**config.mk**
```make
export PLATFORM = sky130hd
export DESIGN_NAME = int8_panel_matmul_tile_unit
export DESIGN_NICKNAME = d
export VERILOG_FILES = /design/src/ipmt_pkg.sv /design/src/ipmt_ctrl.sv /design/src/ipmt_datapath.sv /design/src/int8_panel_matmul_tile_unit.sv
export SDC_FILE = /design/constraint.sdc
export NUM_CORES = 2
export LEC_CHECK = 0
export BUFFER_PORTS_ARGS = -buffer_cell sky130_fd_sc_hd__buf_2
export CAP_MARGIN = 5
export CORE_UTILIZATION = 65
export CTS_CLUSTER_SIZE = 28
export DETAILED_ROUTE_END_ITERATION = 7
export GPL_ROUTABILITY_DRIVEN = 0
export HOLD_SLACK_MARGIN = 0.02
export PLACE_DENSITY = 0.82
export SYNTH_ARGS = -nofsm -noshare
export SYNTH_HDL_FRONTEND = slang
export SYNTH_SLANG_ARGS = --single-unit
```
**constraint.sdc**
```tcl
create_clock -name i_clk -period 8.8 [get_ports i_clk]
set_input_delay 0.44 -clock i_clk [delete_from_list [all_inputs] [get_ports i_clk]]
set_output_delay 0.44 -clock i_clk [all_outputs]
set_load 0.05 [all_outputs]
```
**src/ipmt_pkg.sv**
```systemverilog
// shared constants, codes and controller-datapath interface types for the int8 tile unit
`timescale 1ns / 1ps
`default_nettype none

package ipmt_pkg;

    // tile shape
    localparam int TILE_ROWS  = 8;
    localparam int TILE_COLS  = 8;
    localparam int TILE_DEPTH = 8;

    localparam int ACC_COUNT = TILE_ROWS * TILE_COLS;
    localparam int LHS_COUNT = TILE_ROWS * TILE_DEPTH;
    localparam int RHS_COUNT = TILE_COLS * TILE_DEPTH;

    // address and counter widths
    localparam int ACC_AW = (ACC_COUNT > 1) ? $clog2(ACC_COUNT) : 1;
    localparam int LHS_AW = (LHS_COUNT > 1) ? $clog2(LHS_COUNT) : 1;
    localparam int RHS_AW = (RHS_COUNT > 1) ? $clog2(RHS_COUNT) : 1;
    localparam int PRE_W  = $clog2(ACC_COUNT + 1);
    localparam int ROW_W  = (TILE_ROWS > 1) ? $clog2(TILE_ROWS) : 1;
    localparam int COL_W  = (TILE_COLS > 1) ? $clog2(TILE_COLS) : 1;
    localparam int DEP_W  = (TILE_DEPTH > 1) ? $clog2(TILE_DEPTH) : 1;

    // data widths
    localparam int KIND_W = 2;
    localparam int BYTE_W = 8;
    localparam int ACC_W  = 32;
    localparam int PROD_W = 2 * BYTE_W;
    localparam int DOT_W  = PROD_W + $clog2(TILE_DEPTH);
    localparam int RC_W   = 3;

    // input item kinds
    localparam logic [KIND_W-1:0] KIND_PRELOAD = 2'd0;
    localparam logic [KIND_W-1:0] KIND_LHS     = 2'd1;
    localparam logic [KIND_W-1:0] KIND_RHS     = 2'd2;

    // commands from controller to datapath
    typedef struct packed {
        logic              lhs_we;
        logic [LHS_AW-1:0] lhs_waddr;
        logic              rhs_we;
        logic [RHS_AW-1:0] rhs_waddr;
        logic              pre_we;
        logic [ACC_AW-1:0] pre_addr;
        logic              mac_vld;
        logic [LHS_AW-1:0] mac_lhs_addr;
        logic [RHS_AW-1:0] mac_rhs_addr;
        logic [ACC_AW-1:0] mac_acc_idx;
        logic              mac_first;
        logic              mac_last;
        logic              emit_rd;
        logic              emit_ld;
        logic [ACC_AW-1:0] emit_idx;
        logic [RC_W-1:0]   emit_row;
        logic [RC_W-1:0]   emit_col;
        logic              emit_last;
    } t_cmd;

    // status from datapath to controller
    typedef struct packed {
        logic pipe_busy;
        logic out_free;
    } t_sts;

endpackage

`default_nettype wire

```
**src/ipmt_ctrl.sv**
```systemverilog
// controller: input decode, panel positions, reduction sequencing and result emission
`timescale 1ns / 1ps
`default_nettype none

module ipmt_ctrl (
    input  wire logic                       i_clk,
    input  wire logic                       i_rst_n,
    input  wire logic                       i_cfg_we,
    input  wire logic                       i_cfg_data,
    input  wire logic                       i_in_valid,
    output logic                            o_in_stall,
    input  wire logic [ipmt_pkg::KIND_W-1:0] i_kind,
    input  wire logic                       i_last_panel,
    input  ipmt_pkg::t_sts                  i_sts,
    output ipmt_pkg::t_cmd                  o_cmd
);
    import ipmt_pkg::*;

    localparam logic [2:0] ST_IDLE    = 3'd0;
    localparam logic [2:0] ST_MAC     = 3'd1;
    localparam logic [2:0] ST_DRAIN   = 3'd2;
    localparam logic [2:0] ST_EMIT_RD = 3'd3;
    localparam logic [2:0] ST_EMIT_LD = 3'd4;

    logic [2:0]        r_state,    n_state;
    logic              r_mode;
    logic [LHS_AW-1:0] r_lhs_pos,  n_lhs_pos;
    logic [RHS_AW-1:0] r_rhs_pos,  n_rhs_pos;
    logic [PRE_W-1:0]  r_pre_pos,  n_pre_pos;
    logic              r_last,     n_last;
    logic [DEP_W-1:0]  r_k,        n_k;
    logic [COL_W-1:0]  r_c,        n_c;
    logic [ROW_W-1:0]  r_r,        n_r;
    logic [LHS_AW-1:0] r_lhs_base, n_lhs_base;
    logic [RHS_AW-1:0] r_rhs_base, n_rhs_base;
    logic [ACC_AW-1:0] r_acc_idx,  n_acc_idx;

    logic in_acc;
    logic k_end;
    logic c_end;
    logic r_end;

    assign o_in_stall = (r_state != ST_IDLE);
    assign in_acc     = i_in_valid && (r_state == ST_IDLE);

    assign k_end = (r_k == DEP_W'(TILE_DEPTH - 1));
    assign c_end = (r_c == COL_W'(TILE_COLS - 1));
    assign r_end = (r_r == ROW_W'(TILE_ROWS - 1));

    // mode register
    always_ff @(posedge i_clk) begin
        if (!i_rst_n) begin
            r_mode <= 1'b0;
        end else if (i_cfg_we) begin
            r_mode <= i_cfg_data;
        end
    end

    // state and counters
    always_ff @(posedge i_clk) begin
        if (!i_rst_n) begin
            r_state    <= ST_IDLE;
            r_lhs_pos  <= '0;
            r_rhs_pos  <= '0;
            r_pre_pos  <= '0;
            r_last     <= 1'b0;
            r_k        <= '0;
            r_c        <= '0;
            r_r        <= '0;
            r_lhs_base <= '0;
            r_rhs_base <= '0;
            r_acc_idx  <= '0;
        end else begin
            r_state    <= n_state;
            r_lhs_pos  <= n_lhs_pos;
            r_rhs_pos  <= n_rhs_pos;
            r_pre_pos  <= n_pre_pos;
            r_last     <= n_last;
            r_k        <= n_k;
            r_c        <= n_c;
            r_r        <= n_r;
            r_lhs_base <= n_lhs_base;
            r_rhs_base <= n_rhs_base;
            r_acc_idx  <= n_acc_idx;
        end
    end

    // next state and commands
    always_comb begin
        n_state    = r_state;
        n_lhs_pos  = r_lhs_pos;
        n_rhs_pos  = r_rhs_pos;
        n_pre_pos  = r_pre_pos;
        n_last     = r_last;
        n_k        = r_k;
        n_c        = r_c;
        n_r        = r_r;
        n_lhs_base = r_lhs_base;
        n_rhs_base = r_rhs_base;
        n_acc_idx  = r_acc_idx;
        o_cmd      = '0;

        o_cmd.lhs_waddr    = r_lhs_pos;
        o_cmd.rhs_waddr    = r_rhs_pos;
        o_cmd.pre_addr     = r_pre_pos[ACC_AW-1:0];
        o_cmd.mac_lhs_addr = r_lhs_base + LHS_AW'(r_k);
        o_cmd.mac_rhs_addr = r_rhs_base + RHS_AW'(r_k);
        o_cmd.mac_acc_idx  = r_acc_idx;
        o_cmd.mac_first    = (r_k == '0);
        o_cmd.mac_last     = k_end;
        o_cmd.emit_idx     = r_acc_idx;
        o_cmd.emit_row     = RC_W'(r_r);
        o_cmd.emit_col     = RC_W'(r_c);
        o_cmd.emit_last    = (r_acc_idx == ACC_AW'(ACC_COUNT - 1));

        unique case (r_state)
            ST_IDLE: begin
                if (in_acc) begin
                    unique case (i_kind)
                        KIND_PRELOAD: begin
                            // saturate once every accumulator is seeded
                            if (r_mode && (r_pre_pos < PRE_W'(ACC_COUNT))) begin
                                o_cmd.pre_we = 1'b1;
                                n_pre_pos    = r_pre_pos + 1'b1;
                            end
                        end
                        KIND_LHS: begin
                            o_cmd.lhs_we = 1'b1;
                            if (r_lhs_pos == LHS_AW'(LHS_COUNT - 1)) begin
                                n_lhs_pos = '0;
                            end else begin
                                n_lhs_pos = r_lhs_pos + 1'b1;
                            end
                        end
                        KIND_RHS: begin
                            o_cmd.rhs_we = 1'b1;
                            if (r_rhs_pos == RHS_AW'(RHS_COUNT - 1)) begin
                                // panel complete: start the reduction step
                                n_rhs_pos  = '0;
                                n_lhs_pos  = '0;
                                n_last     = i_last_panel;
                                n_k        = '0;
                                n_c        = '0;
                                n_r        = '0;
                                n_lhs_base = '0;
                                n_rhs_base = '0;
                                n_acc_idx  = '0;
                                n_state    = ST_MAC;
                            end else begin
                                n_rhs_pos = r_rhs_pos + 1'b1;
                            end
                        end
                        default: begin
                        end
                    endcase
                end
            end
            ST_MAC: begin
                // one multiply-add issued per cycle, depth innermost
                o_cmd.mac_vld = 1'b1;
                if (k_end) begin
                    n_k       = '0;
                    n_acc_idx = r_acc_idx + 1'b1;
                    if (c_end) begin
                        n_c        = '0;
                        n_rhs_base = '0;
                        n_r        = r_r + 1'b1;
                        n_lhs_base = r_lhs_base + LHS_AW'(TILE_DEPTH);
                        if (r_end) begin
                            n_r        = '0;
                            n_lhs_base = '0;
                            n_acc_idx  = '0;
                            n_state    = ST_DRAIN;
                        end
                    end else begin
                        n_c        = r_c + 1'b1;
                        n_rhs_base = r_rhs_base + RHS_AW'(TILE_DEPTH);
                    end
                end else begin
                    n_k = r_k + 1'b1;
                end
            end
            ST_DRAIN: begin
                // wait for the last accumulator writes
                if (!i_sts.pipe_busy) begin
                    n_state = r_last ? ST_EMIT_RD : ST_IDLE;
                end
            end
            ST_EMIT_RD: begin
                o_cmd.emit_rd = 1'b1;
                n_state       = ST_EMIT_LD;
            end
            ST_EMIT_LD: begin
                if (i_sts.out_free) begin
                    o_cmd.emit_ld = 1'b1;
                    if (o_cmd.emit_last) begin
                        n_acc_idx = '0;
                        n_r       = '0;
                        n_c       = '0;
                        n_pre_pos = '0;
                        n_last    = 1'b0;
                        n_state   = ST_IDLE;
                    end else begin
                        n_acc_idx = r_acc_idx + 1'b1;
                        if (c_end) begin
                            n_c = '0;
                            n_r = r_r + 1'b1;
                        end else begin
                            n_c = r_c + 1'b1;
                        end
                        n_state = ST_EMIT_RD;
                    end
                end
            end
            default: begin
                n_state = ST_IDLE;
            end
        endcase
    end

endmodule

`default_nettype wire

```
**src/ipmt_datapath.sv**
```systemverilog
// datapath: panel stores, multiply-accumulate pipeline, accumulator memory and output register
`timescale 1ns / 1ps
`default_nettype none

module ipmt_datapath (
    input  wire logic                               i_clk,
    input  wire logic                               i_rst_n,
    input  ipmt_pkg::t_cmd                          i_cmd,
    input  wire logic signed [ipmt_pkg::BYTE_W-1:0] i_operand_byte,
    input  wire logic signed [ipmt_pkg::ACC_W-1:0]  i_preload_word,
    input  wire logic                               i_out_stall,
    output ipmt_pkg::t_sts                          o_sts,
    output logic                                    o_out_valid,
    output logic signed [ipmt_pkg::ACC_W-1:0]       o_result_value,
    output logic [ipmt_pkg::RC_W-1:0]               o_result_row,
    output logic [ipmt_pkg::RC_W-1:0]               o_result_col,
    output logic                                    o_last_result
);
    import ipmt_pkg::*;

    logic signed [BYTE_W-1:0] lhs_mem [LHS_COUNT];
    logic signed [BYTE_W-1:0] rhs_mem [RHS_COUNT];
    logic signed [ACC_W-1:0]  acc_mem [ACC_COUNT];
    logic [ACC_COUNT-1:0]     r_acc_vld;

    // pipeline stage a: operand read
    logic                     r_a_vld;
    logic                     r_a_first;
    logic                     r_a_last;
    logic [ACC_AW-1:0]        r_a_idx;
    logic signed [BYTE_W-1:0] r_lhs_rd;
    logic signed [BYTE_W-1:0] r_rhs_rd;
    // stage b: product
    logic                     r_b_vld;
    logic                     r_b_first;
    logic                     r_b_last;
    logic [ACC_AW-1:0]        r_b_idx;
    logic signed [PROD_W-1:0] r_prod;
    // stage c: dot sum and accumulator read data
    logic                     r_c_vld;
    logic                     r_c_last;
    logic [ACC_AW-1:0]        r_c_idx;
    logic signed [DOT_W-1:0]  r_dot;
    logic signed [ACC_W-1:0]  r_acc_rd;
    logic                     r_acc_rd_ok;

    logic                     acc_we;
    logic [ACC_AW-1:0]        acc_waddr;
    logic signed [ACC_W-1:0]  acc_wdata;
    logic signed [ACC_W-1:0]  acc_old;
    logic                     acc_re;
    logic [ACC_AW-1:0]        acc_raddr;
    logic                     r_out_vld;

    // panel stores
    always_ff @(posedge i_clk) begin
        if (i_cmd.lhs_we) begin
            lhs_mem[i_cmd.lhs_waddr] <= i_operand_byte;
        end
        if (i_cmd.mac_vld) begin
            r_lhs_rd <= lhs_mem[i_cmd.mac_lhs_addr];
        end
    end

    always_ff @(posedge i_clk) begin
        if (i_cmd.rhs_we) begin
            rhs_mem[i_cmd.rhs_waddr] <= i_operand_byte;
        end
        if (i_cmd.mac_vld) begin
            r_rhs_rd <= rhs_mem[i_cmd.mac_rhs_addr];
        end
    end

    // pipeline valid bits
    always_ff @(posedge i_clk) begin
        if (!i_rst_n) begin
            r_a_vld <= 1'b0;
            r_b_vld <= 1'b0;
            r_c_vld <= 1'b0;
        end else begin
            r_a_vld <= i_cmd.mac_vld;
            r_b_vld <= r_a_vld;
            r_c_vld <= r_b_vld;
        end
    end

    // pipeline tags and arithmetic
    always_ff @(posedge i_clk) begin
        r_a_first <= i_cmd.mac_first;
        r_a_last  <= i_cmd.mac_last;
        r_a_idx   <= i_cmd.mac_acc_idx;
        r_b_first <= r_a_first;
        r_b_last  <= r_a_last;
        r_b_idx   <= r_a_idx;
        r_prod    <= r_lhs_rd * r_rhs_rd;
        r_c_last  <= r_b_last;
        r_c_idx   <= r_b_idx;
        if (r_b_vld) begin
            if (r_b_first) begin
                r_dot <= DOT_W'(r_prod);
            end else begin
                r_dot <= r_dot + DOT_W'(r_prod);
            end
        end
    end

    // accumulator port selection
    assign acc_old   = r_acc_rd_ok ? r_acc_rd : '0;
    assign acc_we    = i_cmd.pre_we || (r_c_vld && r_c_last);
    assign acc_waddr = i_cmd.pre_we ? i_cmd.pre_addr : r_c_idx;
    assign acc_wdata = i_cmd.pre_we ? i_preload_word : (acc_old + ACC_W'(r_dot));
    assign acc_re    = i_cmd.emit_rd || (r_b_vld && r_b_last);
    assign acc_raddr = i_cmd.emit_rd ? i_cmd.emit_idx : r_b_idx;

    // accumulator memory
    always_ff @(posedge i_clk) begin
        if (acc_we) begin
            acc_mem[acc_waddr] <= acc_wdata;
        end
        if (acc_re) begin
            r_acc_rd    <= acc_mem[acc_raddr];
            r_acc_rd_ok <= r_acc_vld[acc_raddr];
        end
    end

    // entry valid bits: an entry not valid reads as zero
    always_ff @(posedge i_clk) begin
        if (!i_rst_n) begin
            r_acc_vld <= '0;
        end else begin
            if (acc_we) begin
                r_acc_vld[acc_waddr] <= 1'b1;
            end
            if (i_cmd.emit_ld) begin
                r_acc_vld[i_cmd.emit_idx] <= 1'b0;
            end
        end
    end

    // output register
    always_ff @(posedge i_clk) begin
        if (!i_rst_n) begin
            r_out_vld <= 1'b0;
        end else if (i_cmd.emit_ld) begin
            r_out_vld <= 1'b1;
        end else if (!i_out_stall) begin
            r_out_vld <= 1'b0;
        end
    end

    always_ff @(posedge i_clk) begin
        if (i_cmd.emit_ld) begin
            o_result_value <= acc_old;
            o_result_row   <= i_cmd.emit_row;
            o_result_col   <= i_cmd.emit_col;
            o_last_result  <= i_cmd.emit_last;
        end
    end

    assign o_out_valid     = r_out_vld;
    assign o_sts.pipe_busy = r_a_vld || r_b_vld || r_c_vld;
    assign o_sts.out_free  = !r_out_vld || !i_out_stall;

endmodule

`default_nettype wire

```
**src/int8_panel_matmul_tile_unit.sv**
```systemverilog
// top level of the int8 panel tile matrix multiply unit
`timescale 1ns / 1ps
`default_nettype none

// Signed 8x8-bit tile product (8x8 tile, depth 8) with 32-bit wrapping
// accumulators. Preload words (kind 0, accepted only in accumulate mode),
// lhs panel bytes (kind 1) and rhs panel bytes (kind 2) are taken only in
// the idle state. The rhs byte that completes a panel starts a reduction
// step on a single multiply-accumulate unit, rows x cols x depth
// multiply-adds with depth innermost, then a pipeline drain, during which
// input is stalled. If that byte carries last_panel, the 64 accumulators
// are then read out row-major from the accumulator memory, each read and
// then loaded into the output register (held back under output stall), and
// cleared, with input still stalled. There is no clearing pass after reset.
module int8_panel_matmul_tile_unit (
    input  wire logic                               i_clk,
    input  wire logic                               i_rst_n,
    input  wire logic                               i_cfg_we,
    input  wire logic                               i_cfg_data,
    input  wire logic                               i_in_valid,
    output logic                                    o_in_stall,
    input  wire logic [ipmt_pkg::KIND_W-1:0]        i_kind,
    input  wire logic signed [ipmt_pkg::ACC_W-1:0]  i_preload_word,
    input  wire logic signed [ipmt_pkg::BYTE_W-1:0] i_operand_byte,
    input  wire logic                               i_last_panel,
    output logic                                    o_out_valid,
    input  wire logic                               i_out_stall,
    output logic signed [ipmt_pkg::ACC_W-1:0]       o_result_value,
    output logic [ipmt_pkg::RC_W-1:0]               o_result_row,
    output logic [ipmt_pkg::RC_W-1:0]               o_result_col,
    output logic                                    o_last_result
);
    import ipmt_pkg::*;

    t_cmd cmd;
    t_sts sts;

    // controller
    ipmt_ctrl u_ctrl (
        .i_clk        (i_clk),
        .i_rst_n      (i_rst_n),
        .i_cfg_we     (i_cfg_we),
        .i_cfg_data   (i_cfg_data),
        .i_in_valid   (i_in_valid),
        .o_in_stall   (o_in_stall),
        .i_kind       (i_kind),
        .i_last_panel (i_last_panel),
        .i_sts        (sts),
        .o_cmd        (cmd)
    );

    // datapath
    ipmt_datapath u_datapath (
        .i_clk          (i_clk),
        .i_rst_n        (i_rst_n),
        .i_cmd          (cmd),
        .i_operand_byte (i_operand_byte),
        .i_preload_word (i_preload_word),
        .i_out_stall    (i_out_stall),
        .o_sts          (sts),
        .o_out_valid    (o_out_valid),
        .o_result_value (o_result_value),
        .o_result_row   (o_result_row),
        .o_result_col   (o_result_col),
        .o_last_result  (o_last_result)
    );

endmodule

`default_nettype wire
```
Word-level counts from Yosys, hierarchy flattened
Memory sizes are Yosys's and may differ from the RTL's. A register that Yosys moved wholly into a read port is not among the register bits.
Cells that the tools add are included.
{"block": "word_totals", "ram_bits": 3072, "ff_bits": 217, "memories": 3, "in_bits": 49, "output_inout_bits": 41}
{"memory": "u_datapath.acc_mem", "words": 64, "width": 32, "rd": 1, "rd_ports_with_merged_regs": 1, "write_ports": 1, "line_no": "ipmt_datapath.sv:23", "text": "logic signed [ACC_W-1:0] acc_mem [ACC_COUNT];"}
{"memory": "u_datapath.lhs_mem", "words": 64, "width": 8, "rd": 1, "rd_ports_with_merged_regs": 1, "write_ports": 1, "line_no": "ipmt_datapath.sv:21", "text": "logic signed [BYTE_W-1:0] lhs_mem [LHS_COUNT];"}
{"memory": "u_datapath.rhs_mem", "words": 64, "width": 8, "rd": 1, "rd_ports_with_merged_regs": 1, "write_ports": 1, "line_no": "ipmt_datapath.sv:22", "text": "logic signed [BYTE_W-1:0] rhs_mem [RHS_COUNT];"}
{"block": "op_classes", "n_reduce_logical": 31, "n_mul": 1, "n_eq_ne": 26, "order_cmp": 6, "n_mux": 95, "bitwise": 3, "n_addsub": 13}
{"op": "two-way mux 64 bit", "n": 3}
{"op": "two-way mux 6 bit", "n": 17}
{"op": "two-way mux 3 bit", "n": 22}
{"op": "AND 64 bit", "n": 1}
{"op": "two-way mux 32 bit", "n": 2}
{"op": "NOT 64 bit", "n": 1}
{"op": "OR 64 bit", "n": 1}
{"op": "one-hot mux 6 bit (2 select lines)", "n": 3}
{"op": "two-way mux 7 bit", "n": 5}
{"op": "adder 32 x 19 -> 32 bit", "n": 1}
{"op": "two-way mux 1 bit", "n": 30}
{"op": "AND reduction 6 bit", "n": 4}
{"op": "less-than comparator 6 x 7 -> 1 bit (second input constant)", "n": 3}
{"op": "adder 19 x 16 -> 19 bit", "n": 1}
{"op": "two-way mux 19 bit", "n": 1}
{"op": "adder 6 x 1 -> 6 bit (second input constant)", "n": 3}
{"op": "equality test 6 bit (second input constant)", "n": 3}
{"op": "one-hot mux 3 bit (3 select lines)", "n": 2}
{"op": "one-hot mux 6 bit (3 select lines)", "n": 1}
{"op": "multiplier 8 x 8 -> 16 bit", "n": 1}
{"op": "AND reduction 8 bit", "n": 2}
{"op": "one-hot mux 3 bit (5 select lines)", "n": 1}
{"op": "inequality test 2 x 1 -> 1 bit (second input constant)", "n": 7}
{"op": "one-hot mux 7 bit (2 select lines)", "n": 1}
{"op": "other kinds (28)", "n": 59}

Longest topological paths before layout
{"block": "depth", "ltp_word": 16, "mapped_depth": 18, "ltp_nobuf": 18}

Hierarchy
From an unflattened synthesis, not the netlist that was laid out.
{"block": "hier_totals", "hier_cells": 10904, "hier_area_um2": 149291.9}
{"mod": "ipmt_datapath", "area_each_um2": 146628.1, "seq_area_each_um2": 97603.6, "cells_each": 10582, "instances": 1}
{"mod": "ipmt_ctrl", "area_each_um2": 2663.8, "seq_area_each_um2": 900.9, "cells_each": 322, "instances": 1}

Least setup slack after synthesis
OpenSTA, ideal clock, no wires.
{"block": "synth_timing", "path_type": "register to register", "startpoint": "reg u_datapath.r_acc_rd_ok", "endpoint": "mem u_datapath.acc_mem[0][12], data pin", "synth_period_minus_slack_ps": 5844, "path_stages_with_launch": 14, "arrival_time_ps": 5124, "path_slack_ps": 2956, "setup_ps": 720, "required_time_ps": 8080, "cell_sequence": "edfxtp_1 clkbuf_1 and2_1 ha_1 inv_1 fa_1 nand2b_1 a211oi_1 o31a_1 o21a_1 o21a_1 o221a_2 o21a_1 o31ai_1"}
{"block": "synth_between", "elab_chain_cells": 3}
{"item": "from (decl)", "line_no": "ipmt_datapath.sv:45", "text": "logic r_acc_rd_ok;"}
{"item": "from (signal assigned)", "line_no": "ipmt_datapath.sv:122", "text": "r_acc_rd_ok <= r_acc_vld[acc_raddr];"}
{"item": "two-way mux 32 bit", "line_no": "ipmt_datapath.sv:108", "text": "assign acc_old = r_acc_rd_ok ? r_acc_rd : '0;"}
{"item": "via u_datapath.acc_old[0]", "line_no": "ipmt_datapath.sv:50", "text": "logic signed [ACC_W-1:0] acc_old;"}
{"item": "adder 32 x 19 -> 32 bit", "line_no": "ipmt_datapath.sv:111", "text": "assign acc_wdata = i_cmd.pre_we ? i_preload_word : (acc_old + ACC_W'(r_dot));"}
{"item": "two-way mux 32 bit", "line_no": "ipmt_datapath.sv:111"}
{"item": "via u_datapath.acc_wdata[12]", "line_no": "ipmt_datapath.sv:49", "text": "logic signed [ACC_W-1:0] acc_wdata;"}
{"item": "to (decl)", "line_no": "ipmt_datapath.sv:23"}
The timed path passes the listed nets, and every way through them passes these cells.

Worst setup path after layout
{"block": "layout_timing", "startpoint": "reg u_ctrl.r_state[2]", "endpoint": "mem u_datapath.acc_mem[17][21], enable pin"}
{"block": "layout_between", "elab_chain_cells": 7, "elab_cells_between_ends": 8}
{"item": "from (decl)", "line_no": "ipmt_ctrl.sv:25", "text": "logic [2:0] r_state, n_state;"}
{"item": "from (signal assigned)", "line_no": "ipmt_ctrl.sv:74", "text": "r_state <= n_state;"}
{"item": "zero test 3 bit (*)", "line_no": "ipmt_ctrl.sv:44, ipmt_ctrl.sv:116"}
{"item": "logical AND 1 bit", "line_no": "ipmt_ctrl.sv:44", "text": "assign in_acc = i_in_valid && (r_state == ST_IDLE);"}
{"item": "two-way mux 1 bit", "line_no": "ipmt_ctrl.sv:118", "text": "if (in_acc) begin"}
{"item": "two-way mux 1 bit (*)", "line_no": "ipmt_ctrl.sv:116", "text": "unique case (r_state)"}
{"item": "logical OR 1 bit", "line_no": "ipmt_datapath.sv:109", "text": "assign acc_we = i_cmd.pre_we || (r_c_vld && r_c_last);"}
{"item": "two-way mux 1 bit", "line_no": "ipmt_datapath.sv:117", "text": "if (acc_we) begin"}
{"item": "two-way mux 1 bit (implied by the code)", "line_no": "ipmt_datapath.sv:118", "text": "acc_mem[acc_waddr] <= acc_wdata;"}
Every way passes the cells marked *; elsewhere a longest branch is shown, timed or not.

==> flow_summary.ini <==
[status]
status = complete, but fails checks
violations = capacitance limit, slew limit

[power]
power.leakage_uw = 0.0466
p_sw_uw = 6290
peakVddDrop_mv = 0.312
power_frac_seq_pct = 55.1
p_int_uw = 24900
comb_power_share_pct = 0.7
clkPwrFrac_pct = 44.3
p_per_area_nw_per_um2 = 213
swShare_pct = 20.1

[sta]
worstMarginPinSlew_ns = 1.54
fin_skew_ns = 0.0723
report.final.slew_viol_count = 52
rsz0062_at_grt = false
setup_viol = 0
timing.final.crit_period_ns = 5.14
timing.slew.headroom_pct = -2.57
setup_tns_ns = 0
fin_crit_sh_pct = 58.4
finalHoldViolCount = 0
max_freq_mhz = 194

[cts]
htree_num_levels = 5
clkTransAtPathRegs_ns = 0.07
cts-hold-fix-buffers = 11
post_cts_buffers = 0
clock_latency_ns = 0.98
cts_tree = built
cts_sinks = 3331
clk_root_buffer_cell = clkbuf_16
cts-buffers-inserted = 321
clk_path_buf_depth = 4
cts.repair.resized = 0

[worst_setup_path]
cp.required_ns = 9.36
crit_fanout = 50
crit_path_start_kind = flop
worstPathArrival_ns = 5.70
endpoint_kind = flop
worst_path_max_delay_cell = nor2_4
cp_cell_sequence = or4b_1 > nor2_2 > nand3_4 > or3_1 > o31ai_1 > nand2_1 > nor2_4
critical_path_class = reg2reg
cp_slowest_stage_delay_ns = 1.23

[synthesis]
netlist_instances = 6380
yosysWarnings = 0
synth-edff-count = 3179
ys_types = 68
synth-seq-cells = 3331
syn-num-nets = 6577
synth-seq-area-share_pct = 74.7
synthArstFlopShare_pct = 0
syn_area_um2 = 132000
synth.avg_cell_area_um2 = 20.7
ys.flop_type = edfxtp_1

[cells_and_area]
area_delta_synth_final_pct = 11.2
layout_commonest_cell = edfxtp_1
fillers = 10100
nNetsFinal = 6819
drive_gt1_share_pct = 25.4
fin_util_pct = 73.0
finalNonFillerCells = 9532
final_cell_mix = edfxtp_1, mux4_2, clkbuf_16

[placement]
place_inst = 8941
dp_hpwl_um = 195000
portBuffers = 89

[route]
vias = 73200
via_per_inst = 7.68
drc = 0
drt-initial-drc-count = 12900
dr.pass1.iters = 8
wl_per_cell_um = 40.9
wl_um = 390000
ant_nets = 0

[die]
rows = 164
die_h_um = 452
start_util_pct = 65.7
dieArea_um2 = 205000
coreArea_um2 = 201000
io_pins = 90
fp.dieW_um = 452

[global_routing]
overflow = 0
grt_pass1_wl_um = 544000
antenna_found_initial = 39
grt_start_max_net_pins = 140
grt.total_usage_pct = 38.4
grt_pass1_vias = 72800

[min_path]
hold_class = in2reg

[run]
drv_cap = 3
==> power by group through the flow <==
| stage | registers (uW) | logic, uW | clock network (uW) |
|---|---|---|---|
| final | 17200 | 207 | 13800 |
| after floorplan | 17600 | 45.1 | 0 |
| after global placement | 17500 | 176 | 0 |
| after detailed placement | 17500 | 191 | 0 |
| after global routing | 17200 | 208 | 14300 |
| after CTS | 17200 | 201 | 13800 |
==> final timing paths <==
check	startpoint	endpoint	slack, ns	cells after the start
max	u_ctrl.r_state[2]	u_datapath.acc_mem[17][21]	3.66	7
min	i_operand_byte[4]	u_datapath.rhs_mem[61][4]	0.06	1
max reg2reg	u_ctrl.r_state[2]	u_datapath.acc_mem[17][21]	3.66	7
min reg2reg	u_datapath.r_a_first	u_datapath.r_b_first	0.33	0
==> cells in the mapped netlist, types with 15 or more instances <==
cell type  count  area share, %
edfxtp_1    3179             72
mux4_2       864             15
nor2_1       283           0.81
a22oi_1      266            1.5
nand2_1      184           0.52
clkbuf_1     178           0.51
a21oi_1      172           0.65
dfxtp_1      152            2.3
inv_1        107           0.30
ha_1          91           0.86
and2_1        87           0.41
o21ai_0       79           0.30
buf_2         64           0.24
fa_1          57           0.87
o221a_2       52           0.44
buf_1         50           0.14
nand3_1       45           0.17
nor2b_1       38           0.18
buf_4         37           0.21
xnor2_1       34           0.23
a2111o_1      33           0.28
nand3b_1      24           0.14
nor3_1        24          0.091
nand2b_1      23           0.11
xor2_1        23           0.15
a21o_1        20           0.11
a21boi_0      19           0.11
o31ai_1       15          0.085
or2_2         15          0.071
==> per-layer routing <==
metal / track usage [%] / part of all wire [%]
met1: 45.8 / 30
met2: 60.7 / 48
met3: 10.2 / 13
met4: 28.4 / 9.1
met5: 0 / 0.041
==> state kept, by name, indices dropped and copies added, names as in the netlist, 16 cells and up <==
signal,flops
u_datapath.rhs_mem,512
u_datapath.r_prod,16
u_datapath.lhs_mem,512
u_datapath.r_acc_rd,32
u_datapath.o_result_value,32
u_datapath.r_dot,19
u_datapath.acc_mem,2048
u_datapath.r_acc_vld,64
==> per-stage QoR <==
stage	worst slack (ns)	power, uW	hold slack, ns	area [um^2]
3_5_place_dp	3.88	17700	0.313	136000
6_report	3.66	31200	0.0616	147000
3_3_place_gp	3.93	17700	0.311	136000
5_1_grt	3.56	31700	0.0527	147000
4_1_cts	3.76	31200	0.0432	146000
2_1_floorplan	2.96	17600	0.310	132000
==> critical path, delay by kind of cell, from the launching register on <==
| kind | cells | cell delay, ns |
|---|---|---|
| AOI/OAI and AO/OA | 1 | 0.10 |
| DFF | 1 | 0.44 |
| and+or+nand+nor | 6 | 4.12 |
==> cell families after synthesis <==
group	count (synthesis)	synth area share, %
adder cells (fa/ha/maj)	148	1.73
AO/OA/AOI/OAI	743	4.04
AND/OR/NAND/NOR	785	2.84
buffers and inverters	438	1.42
flip-flops	3331	74.7
multiplexers	878	14.9
XOR/XNOR	57	0.379
==> area by class of cell <==
cell class / instances / area [um^2] / share of cell area, %
flip-flops and latches: 3331 / 98500 / 67.2
multi-input cells: 2611 / 32400 / 22.1
clock buffers: 383 / 8430 / 5.75
well taps: 2656 / 3320 / 2.27
repair buffers: 250 / 1850 / 1.26
clock inverters: 167 / 1580 / 1.08
inverters: 107 / 402 / 0.274
diodes: 27 / 67.6 / 0.0461
(Power assumes the default switching activity.)
